**config.mk**
```make
export PLATFORM = sky130hd
export DESIGN_NAME = gbh_emit
export DESIGN_NICKNAME = d
export VERILOG_FILES = /design/src/rtl/gbh_pkg.sv /design/src/rtl/gbh_emit.sv
export SDC_FILE = /design/constraint.sdc
export NUM_CORES = 1
export LEC_CHECK = 0
export ABC_AREA = 1
export BUFFER_PORTS_ARGS = -buffer_cell sky130_fd_sc_hd__buf_2
export CAP_MARGIN = 0
export CORE_AREA = 2 2 204 206
export CTS_BUF_LIST = sky130_fd_sc_hd__clkbuf_4
export DETAILED_ROUTE_END_ITERATION = 7
export DIE_AREA = 0 0 206 208
export PLACE_DENSITY = 0.44
export SLEW_MARGIN = 20
export SYNTH_ARGS = -nofsm -noshare
export SYNTH_HDL_FRONTEND = slang
export SYNTH_SLANG_ARGS = --single-unit
```
**constraint.sdc**
```tcl
create_clock -name clock -period 3.6 [get_ports clock]
set_clock_uncertainty 0.15 [all_clocks]
set_input_delay 0.54 -clock clock [delete_from_list [all_inputs] [get_ports clock]]
set_output_delay 0.54 -clock clock [all_outputs]
set_load 0.02 [all_outputs]
```
**src/rtl/gbh_pkg.sv**
```systemverilog
// ----------------------------------------------------------------------------
// gbh_pkg
// Shared types and constants for the grid binning block with halo output.
// ----------------------------------------------------------------------------
`default_nettype none

package gbh_pkg;

   localparam int PART_BITS_DEF = 8;
   localparam int DIV_W         = 35;   // width of c - origin + margin, signed
   localparam int DEST_W        = 24;
   localparam int NUM_DEST      = 8;

   typedef enum logic [2:0] {
      CSR_ORIGIN_X   = 3'd0,
      CSR_ORIGIN_Y   = 3'd1,
      CSR_ORIGIN_Z   = 3'd2,
      CSR_CELL_LEN_X = 3'd3,
      CSR_CELL_LEN_Y = 3'd4,
      CSR_CELL_LEN_Z = 3'd5,
      CSR_MARGIN     = 3'd6,
      CSR_GRID_DIMS  = 3'd7
   } csr_index_type;

   typedef struct packed {
      logic [31:0]        vertex_handle;
      logic signed [31:0] coord_x;
      logic signed [31:0] coord_y;
      logic signed [31:0] coord_z;
   } req_type;

   typedef struct packed {
      logic [DEST_W-1:0]  dest_part;
      logic [31:0]        out_handle;
      logic signed [31:0] out_x;
      logic signed [31:0] out_y;
      logic signed [31:0] out_z;
      logic               last;
   } rsp_type;

endpackage

`default_nettype wire

```
**src/rtl/gbh_emit.sv**
```systemverilog
// ----------------------------------------------------------------------------
// gbh_emit
// Walks the destination mask of one vertex and sends one result per cycle.
// ----------------------------------------------------------------------------
`default_nettype none

module gbh_emit #(
   parameter int PART_BITS = gbh_pkg::PART_BITS_DEF
) (
   input  wire logic                    clock,
   input  wire logic                    reset,
   input  wire logic                    load,
   input  wire logic [7:0]              in_mask,
   input  wire logic [3*PART_BITS+1:0]  in_base,
   input  wire gbh_pkg::req_type        in_pay,
   input  wire logic [3*PART_BITS+1:0]  off [0:7],
   output logic                         can_load,
   output logic                         rsp_valid,
   output gbh_pkg::rsp_type             rsp_data
);

   localparam int IDX_W = 3 * PART_BITS + 2;

   logic [7:0]       mask_ff, mask_in;
   logic [IDX_W-1:0] base_ff;
   gbh_pkg::req_type pay_ff;
   logic [2:0]       sel;
   logic [7:0]       pick;
   logic [IDX_W-1:0] dest;
   logic             last;

   always_comb begin
      sel = 3'd0;
      for (int k = 7; k >= 0; k--) begin
         if (mask_ff[k]) begin
            sel = 3'(k);
         end
      end
      pick     = 8'd1 << sel;
      last     = (mask_ff & ~pick) == 8'd0;
      dest     = base_ff + off[sel];
      can_load = (mask_ff == 8'd0) || last;
      mask_in  = load ? in_mask : (mask_ff & ~pick);
   end

   always_ff @(posedge clock) begin
      if (reset) begin
         mask_ff <= 8'd0;
      end else begin
         mask_ff <= mask_in;
      end
   end

   always_ff @(posedge clock) begin
      if (load) begin
         base_ff <= in_base;
         pay_ff  <= in_pay;
      end
   end

   assign rsp_valid           = mask_ff != 8'd0;
   assign rsp_data.dest_part  = gbh_pkg::DEST_W'(dest);
   assign rsp_data.out_handle = pay_ff.vertex_handle;
   assign rsp_data.out_x      = pay_ff.coord_x;
   assign rsp_data.out_y      = pay_ff.coord_y;
   assign rsp_data.out_z      = pay_ff.coord_z;
   assign rsp_data.last       = last;

endmodule

`default_nettype wire
```
==> results of run 1 <==
==> stage by stage <==
stage / hold slack, ns / setup WS (ns) / cells
after floorplan: 0.314 / -0.0886 / 676
after global placement: 0.349 / -0.721 / 1805
after detailed placement: 0.363 / -0.744 / 1805
after CTS: 0.0537 / -1.09 / 2014
after global routing: 0.0824 / -1.31 / 2035
final: 0.151 / -1.02 / 2036
==> kinds of logic (layout without fill, tap and decap cells) <==
logic type	Yosys count	in the layout	share of synthesized area
fa+ha+maj	24	24	0.0398
simple gates	216	216	0.125
other cells	0	6	0
buf+inv	97	919	0.0576
xor+xnor	19	19	0.0215
flops	160	160	0.611
compound gates	160	160	0.145
==> where the power goes <==
part	total, W	internal (W)	leakage (nW)	switching [W]
sequential	0.00225	0.00220	1.56	0.0000553
clock	0.00121	0.000405	0.176	0.000805
combinational	0.00424	0.00204	4.99	0.00220
==> repair_timing <==
item                                    CTS  global route
endpoints found under the setup margin   24            24
pin swaps                                23            75
buffers inserted                         13            13
resized for setup                       108           143
hold endpoints to repair                159             0
cloned                                    4             3
hold buffers                            160             0
==> per-layer routing <==
layer / up-vias / wire length [um] / global-route usage / share of wire
li1: 4085 / - / - / -
met4: 0 / 747 / 0.0441 / 0.020
met2: 396 / 20600 / 0.323 / 0.55
met5: - / 0 / 0 / 0
met3: 50 / 2810 / 0.0440 / 0.075
met1: 3911 / 13400 / 0.169 / 0.36
==> final cells by class <==
cell class | instances | area, sq um | share of cell area
repair buffers | 816 | 5680 | 0.372
flip-flops and latches | 160 | 4730 | 0.309
multi-input cells | 419 | 3590 | 0.235
well taps | 532 | 666 | 0.0435
inverters | 71 | 269 | 0.0176
clock inverters | 15 | 210 | 0.0138
clock buffers | 17 | 128 | 0.00835
diodes | 6 | 15.0 | 0.000982
==> cell usage in the layout, fill, tap and decap left out, types with 20 or more instances in the layout <==
cell type      netlist  final
dlygate4sd3_1        0    160
edfxtp_1           152    152
buf_4                5    124
o211ai_1            20     20
inv_1               65     56
nand2_1             86     44
o22ai_1             36     33
nand2_2              3     39
buf_6                7     30
buf_2                8    485
nor2_1              63     44
ha_4                 0     21
==> Yosys cell counts (2+ instances only) <==
library cell,number,share of area
or2_0,2,0.0016
o21ai_2,2,0.0023
ha_1,23,0.037
xor2_1,12,0.014
nand3_1,21,0.014
buf_2,8,0.0052
edfxtp_1,152,0.59
nor2_1,63,0.031
o22ai_2,10,0.016
nand3b_1,2,0.0019
o21ai_0,17,0.011
nand2_2,3,0.0024
o21ai_1,6,0.0039
dfxtp_1,8,0.021
nand4_1,7,0.0057
a31oi_1,3,0.0024
nand2_1,86,0.042
clkbuf_1,6,0.0029
or2_2,17,0.014
nor3_1,4,0.0026
inv_1,65,0.032
a21boi_0,2,0.0019
o22ai_1,36,0.029
o21bai_1,3,0.0029
o211ai_1,20,0.019
buf_6,7,0.010
buf_4,5,0.0049
o2111ai_1,24,0.027
or2_1,7,0.0057
o21a_1,3,0.0029
xnor2_1,7,0.0079
inv_2,6,0.0029
a21oi_1,27,0.017
==> worst paths after layout <==
kind	startpoint	depth (start not counted)	slack [ns]	to
setup / recovery	mask_ff[7]	22	-1.02	rsp_data[147]
hold / removal	in_mask[5]	3	0.15	mask_ff[5]
setup reg to reg	mask_ff[6]	12	1.63	mask_ff[3]
hold reg to reg	mask_ff[1]	2	0.38	mask_ff[1]
==> registers in the layout, summed over array words and instances (netlist names) <==
register / cells
base_ff: 24
mask_ff: 8
rsp_data: 128
==> critical path, stage by stage (launching register included) <==
cell       delay (ns)
dfxtp_2          0.39
inv_2            0.04
nand2_2          0.07
nand2_2          0.07
a21oi_4          0.25
inv_4            0.08
nand2_4          0.11
buf_12           0.11
clkbuf_16        0.15
nor2_4           0.04
nor2_2           0.11
o211ai_1         0.11
nand2_2          0.15
ha_4             0.15
inv_2            0.04
fa_2             0.38
o21ai_4          0.21
a21oi_4          0.09
o21ai_4          0.21
a21boi_4         0.09
o21bai_2         0.18
xor2_2           0.16
buf_6            0.14
==> flow_metrics.tcl, run 1 <==
set metrics [dict create \
    hold_viol_final 0 \
    drive_gt1_frac 0.595 \
    place_hpwl_um 28800 \
    grt_pass1_wl_um 51900 \
    synth_flop_cell "edfxtp_1" \
    cts_buffers 17 \
    nets 1882 \
    cap_violations 0 \
    setup_slack_ns -1.02 \
    avgSynthCellArea_sq_um 11.4 \
    fin_area_sq_um 15300 \
    setup_viol 23 \
    syn_nets 1073 \
    yosys_warnings 0 \
    status "complete, but fails checks" \
    cp.required_ns 2.91 \
    critPathCaptureType "primary output" \
    setup_tns_ns -19.33 \
    violations "negative setup slack" \
    synth_cell_types 45 \
    synthArstFlopShare 0 \
    totalWireLength_um 37600 \
    critical_path_class "flip-flop to primary output" \
    fp.dieArea_sq_um 42800 \
    grt_usage 0.165 \
    clk_pin_slew_ns 0.16 \
    max_slew_margin 0.609 \
    synth_edf_count 152 \
    die_x_um 206 \
    worstPathArrival_ns 3.93 \
    power_w 0.00770 \
    drt_iter0_drc 360 \
    gp_congestion 0.803 \
    drt-vias-per-instance 4.15 \
    hold_path_class "input pin to flip-flop" \
    power_leakage_nw 6.72 \
    overflow 0 \
    core-area_sq_um 40600 \
    placed_area_sq_um 11800 \
    final_max_slew_viol_count 0 \
    clock.fmax_mhz 216 \
    p_per_area_nw_per_um2 504 \
    rsz0062_at_grt "true" \
    synth.cell_area_sq_um 7730 \
    io_pins 528 \
    crit_path_start_kind "flip-flop" \
    cts.sinks 160 \
    htreeDepth 4 \
    synth_cells 676 \
    start_util 0.191 \
    drc_errors 0 \
    die_y_um 208 \
    area_delta_synth_final_pct 97.7 \
    cts_buffer_depth 2 \
    fin_crit_ns 4.62 \
    clockRootBuffer "clkbuf_4" \
    antenna_found_initial 9 \
    grt_pass1_vias 8822 \
    routedWlPerCell_um 18.5 \
    finalCritPeriodShare 1.28 \
    utilization 0.377 \
    port_buffers 509 \
    worstPathMaxFanout 7 \
    vdd_drop_max_v 0.000455 \
    grt_max_degree 61 \
    clk_latency_ns 0.60 \
    ys_ff_latch 160 \
    routed-via-count 8442 \
    cts_tree "built" \
    tightest_slew_ns 0.587 \
    synth_seq_area_share 0.611 \
    antenna_left 0 \
    nFillCells 3995 \
    rows 74 \
    firstDrtPassIters 4 \
]
Power figures use the tool's default switching activity.
==> run 2, diff against run 1 <==
--- a/config.mk
+++ b/config.mk
@@ -12,7 +12,7 @@
 export CTS_BUF_LIST = sky130_fd_sc_hd__clkbuf_4
 export DETAILED_ROUTE_END_ITERATION = 7
 export DIE_AREA = 0 0 206 208
-export PLACE_DENSITY = 0.44
+export PLACE_DENSITY = 0.42
 export SLEW_MARGIN = 20
 export SYNTH_ARGS = -nofsm -noshare
 export SYNTH_HDL_FRONTEND = slang
==> run 2 against run 1 <==
The flow still finishes with violations (negative setup slack). Cell count is the same. Maximum frequency increased by 1.5%. Core utilization increased by 0.50 points. Hold slack worse by 0.077 ns. First-iteration DRC count up 14%. Wire length is 1.6% higher. Power up 0.18%. Design area increased by 1.3%. Largest cell class unchanged. Combinational power increased by 2%. Register-to-register slack lost 0.02 ns.
==> flow_metrics.tcl, run 2 (synthesis gave the netlist of run 1 again) <==
set metrics [dict create \
    hold_viol_final 0 \
    swShare 0.400 \
    violations "negative setup slack" \
    grt_pass1_vias 9093 \
    cts_buffers 17 \
    fin_crit_ns 4.55 \
    p_switching_w 0.00308 \
    cpMostUsedCell "nand2_2" \
    crit_buf_inv 5 \
    power_leakage_nw 6.80 \
    path_delay_family "simple AND/OR/NAND/NOR gates" \
    cp.required_ns 2.91 \
    setup_viol 23 \
    critical_path_class "flip-flop to primary output" \
    p_seq_frac 0.292 \
    antenna_found_initial 7 \
    p_clk_frac 0.148 \
    hold_path_class "input pin to flip-flop" \
    worstPathArrival_ns 3.86 \
    p_per_area_nw_per_um2 498 \
    grt_max_degree 53 \
    drt-vias-per-instance 4.17 \
    crit_path_start_kind "flip-flop" \
    clk_latency_ns 0.61 \
    routedWlPerCell_um 18.8 \
    p_comb_frac 0.560 \
    final_max_slew_viol_count 0 \
    cts_buffer_depth 2 \
    max_stage_delay_ns 0.36 \
    vdd_drop_max_v 0.000367 \
    firstDrtPassIters 4 \
    htreeDepth 4 \
    routed-via-count 8495 \
    drt_iter0_drc 409 \
    tightest_slew_ns 0.475 \
    cap_violations 0 \
    area_delta_synth_final_pct 100 \
    antenna_left 0 \
    finalCritPeriodShare 1.26 \
    gp_congestion 0.849 \
    clk_pin_slew_ns 0.18 \
    drive_gt1_frac 0.612 \
    largest_register_ffs 128 \
    clockRootBuffer "clkbuf_4" \
    start_util 0.191 \
    setup_slack_ns -0.954 \
    rows 74 \
    fp.dieArea_sq_um 42800 \
    port_buffers 509 \
    totalWireLength_um 38200 \
    nets 1882 \
    intPower_w 0.00463 \
    final_cell_mix "buf_2, dlygate4sd3_1, edfxtp_1" \
    io_pins 528 \
    die_x_um 206 \
    grt_pass1_wl_um 53200 \
    mostFrequentLayoutCell "buf_2" \
    status "complete, but fails checks" \
    overflow 0 \
    utilization 0.382 \
    max_slew_margin 0.684 \
    critPathCaptureType "primary output" \
    grt_usage 0.167 \
    die_y_um 208 \
    place_hpwl_um 29000 \
    worstPathMaxFanout 7 \
    rsz0062_at_grt "true" \
    core-area_sq_um 40600 \
    clock.fmax_mhz 220 \
    drc_errors 0 \
    cts.sinks 160 \
    cts_tree "built" \
    setup_tns_ns -17.31 \
    slowest_stage "dfxtp_2" \
]
## run 2: cell count changes in the layout (fill, tap and decap cells not counted), moves of 4 or more
cell,before,now
a21oi_2,12,7
a21oi_4,5,11
buf_12,10,14
buf_4,124,119
buf_6,30,35
dlygate4sd3_1,160,155
nand2_4,4,8
nor2_2,16,11
o22ai_1,33,14
o22ai_2,13,31
## run 2: path summary, 6_finish.rpt
| path | start | to | slack (ns) | cells after the start |
|---|---|---|---|---|
| setup / recovery | mask_ff[6] | rsp_data[151] | -0.95 | 25 |
| hold / removal | in_mask[1] | mask_ff[1] | 0.07 | 3 |
| setup reg to reg | mask_ff[6] | mask_ff[5] | 1.61 | 13 |
| hold reg to reg | mask_ff[1] | mask_ff[1] | 0.37 | 2 |
## run 2: area by class of cell
cell class              count  area, sq um
diodes                      6         15.0
clock buffers              17          128
clock inverters            15          185
fillers                  4056        25100
inverters                  71          269
multi-input cells         419         3720
flip-flops and latches    160         4730
well taps                 532          666
repair buffers            816         5780
## run 2: worst min-delay path: cells and delay by family
kind                   cells  cell delay, ns
buffers and inverters      1            0.08
AO/OA/AOI/OAI              2            0.19
## run 2: routing by layer
metal,vias to the layer above,global-route usage,wire [um]
li1,4086,-,-
met1,4014,0.174,13800
met2,364,0.325,21100
met3,29,0.0451,2840
met4,2,0.0419,462
met5,-,0,16
## run 2: power groups by stage
stage,clock (W),combinational (W),sequential [W]
after floorplan,0,0.00131,0.00243
after global placement,0,0.00301,0.00228
after CTS,0.00121,0.00380,0.00225
final,0.00115,0.00432,0.00225
after global routing,0.00126,0.00462,0.00227
after detailed placement,0,0.00301,0.00228
## run 2: through the flow
step	power, W	hold WS [ns]	instance area [sq um]	std cells	setup slack (ns)
after global placement	0.00529	0.339	11900	1810	-0.580
after global routing	0.00814	0.0224	15500	2035	-1.27
after detailed placement	0.00529	0.356	11900	1810	-0.610
after floorplan	0.00375	0.314	7780	676	-0.0886
after CTS	0.00726	0.000106	14600	2010	-1.04
final	0.00772	0.0735	15500	2036	-0.954
## run 2: what timing repair did
action / CTS / global route
hold buffers: 155 / 0
pin swaps: 21 / 54
setup endpoints to repair: 23 / 24
resized for setup: 145 / 135
endpoints found under the hold margin: 154 / 0
gates cloned: 4 / 5
buffers inserted: 9 / 17
