File: src/rtl/gbh_pkg.sv
// ----------------------------------------------------------------------------
// gbh_pkg
// Shared types and constants for the grid binning block with halo output.
// ----------------------------------------------------------------------------
`default_nettype none

package gbh_pkg;

   localparam int PART_BITS_DEF = 8;
   localparam int DIV_W         = 35;   // width of c - origin + margin, signed
   localparam int DEST_W        = 24;
   localparam int NUM_DEST      = 8;

   typedef enum logic [2:0] {
      CSR_ORIGIN_X   = 3'd0,
      CSR_ORIGIN_Y   = 3'd1,
      CSR_ORIGIN_Z   = 3'd2,
      CSR_CELL_LEN_X = 3'd3,
      CSR_CELL_LEN_Y = 3'd4,
      CSR_CELL_LEN_Z = 3'd5,
      CSR_MARGIN     = 3'd6,
      CSR_GRID_DIMS  = 3'd7
   } csr_index_type;

   typedef struct packed {
      logic [31:0]        vertex_handle;
      logic signed [31:0] coord_x;
      logic signed [31:0] coord_y;
      logic signed [31:0] coord_z;
   } req_type;

   typedef struct packed {
      logic [DEST_W-1:0]  dest_part;
      logic [31:0]        out_handle;
      logic signed [31:0] out_x;
      logic signed [31:0] out_y;
      logic signed [31:0] out_z;
      logic               last;
   } rsp_type;

endpackage

`default_nettype wire

File: src/rtl/gbh_divider.sv
// ----------------------------------------------------------------------------
// gbh_divider
// Pipelined restoring floor divider, one quotient bit per stage, quotient
// saturated to PART_BITS bits; a negative dividend is flagged.
// ----------------------------------------------------------------------------
`default_nettype none

module gbh_divider #(
   parameter int PART_BITS = gbh_pkg::PART_BITS_DEF
) (
   input  wire logic                       clock,
   input  wire logic                       en,
   input  wire logic [gbh_pkg::DIV_W-1:0]  num,
   input  wire logic [30:0]                den,
   output logic      [PART_BITS-1:0]       quot,
   output logic                            neg
);

   localparam int DW = gbh_pkg::DIV_W;
   localparam int CW = (31 + PART_BITS > DW) ? 31 + PART_BITS : DW;

   logic [DW-1:0]        rem_ff [0:PART_BITS];
   logic [DW-1:0]        rem_in [0:PART_BITS];
   logic [PART_BITS-1:0] quo_ff [0:PART_BITS];
   logic [PART_BITS-1:0] quo_in [0:PART_BITS];
   logic                 neg_ff [0:PART_BITS];
   logic                 neg_in [0:PART_BITS];
   logic                 sat_ff [0:PART_BITS];
   logic                 sat_in [0:PART_BITS];
   logic [CW-1:0]        trial  [0:PART_BITS];
   logic                 ge     [0:PART_BITS];

   always_comb begin
      // The first stage catches quotients that do not fit in PART_BITS bits.
      trial[0]  = CW'({den, {PART_BITS{1'b0}}});
      ge[0]     = CW'(num) >= trial[0];
      rem_in[0] = num;
      neg_in[0] = num[DW-1];
      sat_in[0] = !num[DW-1] && ge[0];
      quo_in[0] = '0;
      for (int k = 1; k <= PART_BITS; k++) begin
         trial[k]  = CW'(den) << (PART_BITS - k);
         ge[k]     = CW'(rem_ff[k-1]) >= trial[k];
         rem_in[k] = ge[k] ? rem_ff[k-1] - trial[k][DW-1:0] : rem_ff[k-1];
         quo_in[k] = quo_ff[k-1];
         quo_in[k][PART_BITS-k] = ge[k];
         neg_in[k] = neg_ff[k-1];
         sat_in[k] = sat_ff[k-1];
      end
   end

   always_ff @(posedge clock) begin
      if (en) begin
         for (int k = 0; k <= PART_BITS; k++) begin
            rem_ff[k] <= rem_in[k];
            quo_ff[k] <= quo_in[k];
            neg_ff[k] <= neg_in[k];
            sat_ff[k] <= sat_in[k];
         end
      end
   end

   assign quot = sat_ff[PART_BITS] ? {PART_BITS{1'b1}} : quo_ff[PART_BITS];
   assign neg  = neg_ff[PART_BITS];

endmodule

`default_nettype wire

File: config.mk
export PLATFORM = sky130hd
export DESIGN_NAME = gbh_divider
export DESIGN_NICKNAME = d
export VERILOG_FILES = /design/src/rtl/gbh_pkg.sv /design/src/rtl/gbh_divider.sv
export SDC_FILE = /design/constraint.sdc
export NUM_CORES = 1
export LEC_CHECK = 0
export BUFFER_PORTS_ARGS = -buffer_cell sky130_fd_sc_hd__buf_2
export CORE_ASPECT_RATIO = 0.9
export CORE_MARGIN = 10
export CORE_UTILIZATION = 45
export CTS_CLUSTER_SIZE = 28
export DETAILED_ROUTE_END_ITERATION = 16
export GPL_TIMING_DRIVEN = 0
export SLEW_MARGIN = 30
export SYNTH_ARGS = -nofsm -noshare
export SYNTH_HDL_FRONTEND = slang
export SYNTH_SLANG_ARGS = --single-unit
File: constraint.sdc
create_clock -name clock -period 4.7 [get_ports clock]
set_input_delay 0.47 -clock clock [delete_from_list [all_inputs] [get_ports clock]]
set_output_delay 0.47 -clock clock [all_outputs]
set_load 0.01 [all_outputs]
==> impl_results.md, run 1 <==
- Outcome: finished clean
- Design Area, Final: 0.0275 sq mm
- First-pass GRT wire length: 118000 microns
- Routed vias/inst: 6.05
- Met3 GRT Util: 0.0324
- Die W: 268 microns
- Main synth FF type: edfxtp_1
- Placer Congestion: 0.931
- Number of synthesized flops with an enable pin: 333
- FFs w/ async S/R, synth: 0
- Peak supply drop: 0.311 mV
- Vias post-DR: 20.7k
- Adder-cell share of the synthesized area: 0.141
- DIE HEIGHT: 243 microns
- Reg-to-Reg Start: rem_ff[0][199]
- Met1 Resource Use GR: 0.292
- Multi-input logic area: 0.0142 sq mm
- # diodes: 0
- Total power: 13.1 mW
- Worst Tran Pin Value: 991 ps
- Initial antenna violation count: 1
- DRT Wirelength: 78300 microns
- #FFs+latches synth: 333
- GRT Total Usage: 0.234
- Share of cells above drive strength 1: 0.0826
- Mux share of post-synthesis cell area: 0.0108
- Root Buffer: clkbuf_16
- Skew-Pair Late Insertion Delay: 570 ps
- CP top delay family: compound AO/OA/AOI/OAI gates
- Worst Path Buf+Inv: 3
- RSZ-0062 raised after global routing: false
- DIE AREA: 0.0650 sq mm
- Critical path required time: 4930 ps
- Fin. max-slew vios: 0
- Placed cell area: 0.0262 sq mm
- Register cell area after layout: 0.0100 sq mm
- Fillers: 5007
- Most numerous cell in the Yosys netlist: edfxtp_1
- Hold depth: 1
- WP depth: 12
- Layout Nets: 3035
- Layout area overhead: 10.9%
- Post-CTS Setup Inserts: 0
- I/O Buffers: 76
- Critical Path Slowest Stage Cell: a211oi_2
- Leak Pwr: 11.3 nW
- CP startpoint kind: primary input
- Yosys top cell area share: 0.403
- Largest net degree at the start of global routing: 93
- Starting DRT DRC Count: 1715
- Area of the core: 0.0544 sq mm
- First drt pass iteration count: 6
- Clock buffer depth: 3
- Complex-gate fraction of the synthesized area: 0.217
- Slew margin rel.: 0.330
- # setup viols final: 0
- Min Clock Period, post-route: 4380 ps
- Reg2Reg Setup Slack: 560 ps
- Post-Syn Area per Cell: 9.66 sq um
- Reg clk slew, reported paths: 60 ps
- Reg-to-reg endpoint: rem_ff[0][242]
- Hold EP: rem_ff[0][1]
- Nature of the critical path endpoint: flop
- Top fanout value on the critical path: 10
- Min-Delay Path Class: in -> reg
- Initial Utilization: 0.456
- Wire per inst: 22.8 microns
- Synth warn: 0
- Largest family of logic cells by synthesized area: compound AO/OA/AOI/OAI gates
- Final hold vios: 0
- Grt peak-use layer: met2
- Cells after Synth: 2569
- Final HPWL DP: 58600 microns
- Seq/Total Area, Yosys: 0.403
- Cell taking the most area after synthesis: edfxtp_1
- Mapped Nets: 2913
- Number of max-cap violations: 0
- Setup ws final: 320 ps
- Total grt overflow: 0
- TritonCTS buffer count: 41
- Max stage delay on crit path: 590 ps
- Drt drc: 0
- CTS tree: yes
- Fin crit share: 0.932
- Post-synthesis simple-gate area fraction: 0.138
- Distinct cell type count after synthesis: 84
- Xor/xnor cell area share of the yosys netlist: 0.0642
- Cell Chain, Critical Path: buf_2, clkinvlp_4, ha_1, a21oi_1, o21ai_0, a2111oi_0, a21oi_1, a21oi_2, o21ai_1, a211oi_2, clkbuf_1, o21ai_0
- H-tree Lvls: 2
- Max frequency: 228 MHz
- Vias in the first global route: 20.3k
- Row cnt: 81
- # hold bufs at CTS: 0
- Clock Sinks: 333
- Hold Crit Start: num[1]
- Post-route ant nets: 0
- Setup Crit Path Kind: in -> reg
- Fin Setup TNS: 0 ps
- IO Count: 77
- Critical path arrival: 4610 ps
- Largest cells by area after synthesis: edfxtp_1, ha_1, o21ai_0
- PwrDens: 474 mW/mm^2
- Met2 Usage GRT: 0.401
- Mapped Area: 0.0248 sq mm
- R2R cell count: 13
- Placement Setup Slack: -345 ps
- Synth cell count leaders: edfxtp_1, nand2_1, ha_1
- Max Clock Skew: 16.0 ps
## power breakdown
part | total [mW] | leakage [nW] | switching, mW | internal (mW)
logic | 5.31 | 7.41 | 3.22 | 2.09
registers | 4.49 | 3.26 | 0.368 | 4.12
clock network | 3.25 | 0.663 | 1.31 | 1.94
total | 13.1 | 11.3 | 4.90 | 8.16
## cells by family (layout without fill, tap and decap cells)
kind of cell	after synthesis	in the layout
adders and majority gates	276	276
and+or+nand+nor	728	728
buffers and inverters	169	323
DFF	333	333
AOI/OAI and AO/OA	857	857
muxes	24	24
xor gates and xnor gates	182	182
## registers in the layout (all words and copies together) (netlist names)
name / count
rem_ff: 280
neg_ff: 8
quo_ff: 36
sat_ff: 9
## layout by cell type, fill, tap and decap left out, types with 15 or more instances in the layout
master     synthesis  final
edfxtp_1         333    333
nand2_1          295    295
ha_1             269    269
o21ai_0          254    254
a21oi_1          249    249
nor2_1           153    153
a21o_1           119    119
inv_1             99     97
xnor2_1           94     94
xor2_1            88     88
buf_2              8     83
clkbuf_1          54     60
nand3_1           57     57
clkbuf_16          0     41
nand4_1           40     40
nor3_1            30     30
o21a_1            29     29
o21bai_1          29     29
nand2b_1          27     27
nor2b_1           25     25
mux2_2            22     22
o31ai_1           21     21
o211ai_1          19     19
a31oi_1           19     19
or2_2             15     15
and3_1            15     15
## worst max path at each step
stage | endpoint | slack (ps) | from
after floorplan | rem_ff[0][252] | 1350 | den[8]
after global placement | rem_ff[0][234] | -1820 | en
after detailed placement | rem_ff[0][98] | -350 | den[14]
after CTS | rem_ff[0][98] | 250 | den[14]
after global routing | rem_ff[0][98] | 50 | den[14]
final | rem_ff[0][98] | 320 | den[14]
## per-stage QoR
stage	util	hold slack, ps	std cells
6_report	0.506	92.6	3428
5_1_grt	0.506	73.9	3428
4_1_cts	0.506	63.2	3428
3_5_place_dp	0.481	405	3353
3_3_place_gp	0.479	401	3350
2_1_floorplan	-	400	2569
## routing by layer
metal | up-vias | wire (microns)
met1 | 9995 | 32900
met2 | 676 | 37700
met3 | 162 | 4490
met5 | - | 0
li1 | 9895 | -
met4 | 0 | 3250
## worst reg2reg max path: stages (launching register included)
cell	delay, ps
edfxtp_1	440
ha_1	300
clkbuf_1	340
nand2_1	220
nor3_1	520
nand3_1	350
nor3_1	270
nand4_1	170
nand3_1	210
a21oi_1	100
buf_2	250
clkbuf_1	350
nand2_1	160
o21ai_0	170
## area by class of cell
type | instances | share of cell area
flip-flops and latches | 333 | 0.363
clock inverters | 28 | 0.0112
multi-input cells | 2067 | 0.514
clock buffers | 47 | 0.0381
repair buffers | 79 | 0.0172
inverters | 101 | 0.0139
plain buffers | 68 | 0.0103
well taps | 705 | 0.0320
## timing repair
action / in CTS / in global routing
endpoints found under the hold margin: 0 / 0
endpoints found under the setup margin: 0 / 1
gates resized for setup: 0 / 1
Note: power is estimated with default switching activity, not from simulation.
==> inputs of run 2 (changes only) <==
CAP_MARGIN = 20   (was unset)
clock period = 4.1 ns   (was 4.7 ns; I/O delays follow)
==> run 2 against run 1 <==
Compared with the run above: routed wire length up 0.20%; combinational power up 15%; sequential share of layout area down 0.16 points; worst hold slack worse by 57 ps; largest power group unchanged; critical path type unchanged; critical path depth up 1.
==> impl_results.md, run 2 (synthesis gave the netlist of run 1 again) <==
- Critical path arrival: 4210 ps (-400 ps)
- Clock Sinks: 333 (unchanged)
- Placement Setup Slack: -885 ps (-540 ps)
- Min-Delay Path Class: in -> reg
- Setup ws final: 158 ps (-162 ps)
- Max frequency: 254 MHz
- IO Count: 77 (unchanged)
- H-tree Lvls: 2 (unchanged)
- Final HPWL DP: 58600 microns (unchanged)
- Vias post-DR: 20.7k (+0.024%)
- Initial Utilization: 0.456 (unchanged)
- Nature of the critical path endpoint: flop
- TritonCTS buffer count: 41 (unchanged)
- Max Clock Skew: 15.9 ps (-0.117 ps)
- Die W: 268 microns (unchanged)
- Placed insts: 3353 (unchanged)
- Most common cell after layout, fill and taps aside: edfxtp_1
- Final hold vios: 0 (unchanged)
- Fin crit share: 0.961
- Layout area overhead: 11.4%
- Total power: 15.0 mW (+15%)
- RSZ-0062 raised after global routing: false
- Fin Setup TNS: 0 ps (unchanged)
- Slew margin rel.: 0.316 (-0.0146)
- Setup Crit Path Kind: in -> reg
- DIE AREA: 0.0650 sq mm (unchanged)
- CTS tree: yes
- # hold bufs at CTS: 0 (unchanged)
- Critical path required time: 4370 ps (-560 ps)
- Reg2Reg Setup Slack: 200 ps (-360 ps)
- Min Clock Period, post-route: 3940 ps
- Hold depth: 1 (unchanged)
- Number of max-cap violations: 0 (unchanged)
- Post-route ant nets: 0 (unchanged)
- Largest register FFs: 280 (unchanged)
- DIE HEIGHT: 243 microns (unchanged)
- Wire per inst: 22.8 microns (about the same)
- Share of cells above drive strength 1: 0.0908 (+0.00818)
- Root Buffer: clkbuf_16
- Leak Pwr: 11.4 nW (+0.27%)
- Placer Congestion: 0.931 (unchanged)
- Largest net degree at the start of global routing: 93 (unchanged)
- DRT Wirelength: 78400 microns (+0.20%)
- Top flop regs: rem_ff x280, quo_ff x36, sat_ff x9
- Starting DRT DRC Count: 1714 (-0.058%)
- Skew-Pair Late Insertion Delay: 570 ps (about the same)
- GRT Total Usage: 0.235 (+0.000410)
- Worst Tran Pin Value: 1010 ps (+21.6 ps)
- Non-filler cells, final: 3437 (+0.26%)
- Initial antenna violation count: 1 (unchanged)
- Layout Nets: 3043 (+0.26%)
- Total grt overflow: 0 (unchanged)
- Vias in the first global route: 20.3k (+0.074%)
- Commonest non-fill, non-tap cells in the layout: edfxtp_1, nand2_1, ha_1
- Fin. max-slew vios: 0 (unchanged)
- # setup viols final: 0 (unchanged)
- PwrDens: 541 mW/mm^2 (+14%)
- Area of the core: 0.0544 sq mm (unchanged)
- Biggest register: rem_ff
- Reg clk slew, reported paths: 60 ps (about the same)
- Outcome: finished clean
- I/O Buffers: 76 (unchanged)
- CP startpoint kind: primary input
- First drt pass iteration count: 5 (-1)
- Top fanout value on the critical path: 10 (unchanged)
- Drt drc: 0 (unchanged)
- R2R cell count: 13 (unchanged)
- Placed cell area: 0.0262 sq mm (unchanged)
- Row cnt: 81 (unchanged)
- Routed vias/inst: 6.03 (-0.24%)
- First-pass GRT wire length: 118000 microns (+0.13%)
- Design Area, Final: 0.0277 sq mm (+0.45%)
- Peak supply drop: 0.359 mV (+15%)
- Clock buffer depth: 3 (unchanged)
run 2: cell types whose count changed in the layout (fill, tap and decap cells not counted), sizes merged:
cell / change
inv: -6
clkinvlp: +6
buf: +7
diode: +1
clkbuf: +1
run 2: cell type report:
type	count	area (sq um)
Tap cell	705	882
Clock buffer	47	1050
Clock inverter	28	308
Multi-Input combinational cell	2067	14200
Buffer	68	292
Antenna cell	1	2.50
Timing Repair Buffer	87	533
Sequential cell	333	10000
Inverter	101	405
Fill cell	4995	26800
run 2: path summary, 6_finish.rpt:
| kind | end | startpoint |
|---|---|---|
| worst min register to register | quo_ff[4][2] | quo_ff[3][10] |
| worst max register to register | rem_ff[0][238] | rem_ff[0][199] |
| worst max-delay path | rem_ff[0][238] | den[12] |
| worst min-delay path | rem_ff[0][6] | num[6] |
run 2: critical path, cell delays in order:
cell,delay [ps]
buf_2,110
clkinvlp_4,450
ha_1,490
buf_2,170
nand3_1,210
nor3_1,430
a21oi_1,190
o41ai_1,590
a21oi_1,210
buf_2,250
clkbuf_1,360
nand2_1,170
o21ai_0,150
run 2: stage by stage:
| stage | hold WS [ps] | utilization |
|---|---|---|
| finish | 35.9 | 0.508 |
| global route | 12.3 | 0.508 |
| CTS | 3.21 | 0.507 |
| detailed placement | 405 | 0.481 |
| global placement | 401 | 0.479 |
| floorplan | 400 | - |
run 2: timing repair:
action | 4_1_cts | 5_1_grt
hold endpoints to repair | 0 | 0
setup endpoints to repair | 41 | 54
setup buffers | 1 | 7
gates resized for setup | 9 | 12
run 2: metal layers:
metal / vias up / track usage / share of wire
met5: - / 0 / 0
met4: 0 / 0.0945 / 0.040
met3: 147 / 0.0313 / 0.056
met2: 670 / 0.402 / 0.48
met1: 10000 / 0.293 / 0.42
li1: 9913 / - / -
run 2: power by group:
group / leakage (nW) / switching [mW] / internal, mW
sequential: 3.26 / 0.424 / 4.73
combinational: 7.44 / 3.70 / 2.41
clock: 0.663 / 1.50 / 2.22
total: 11.4 / 5.62 / 9.36
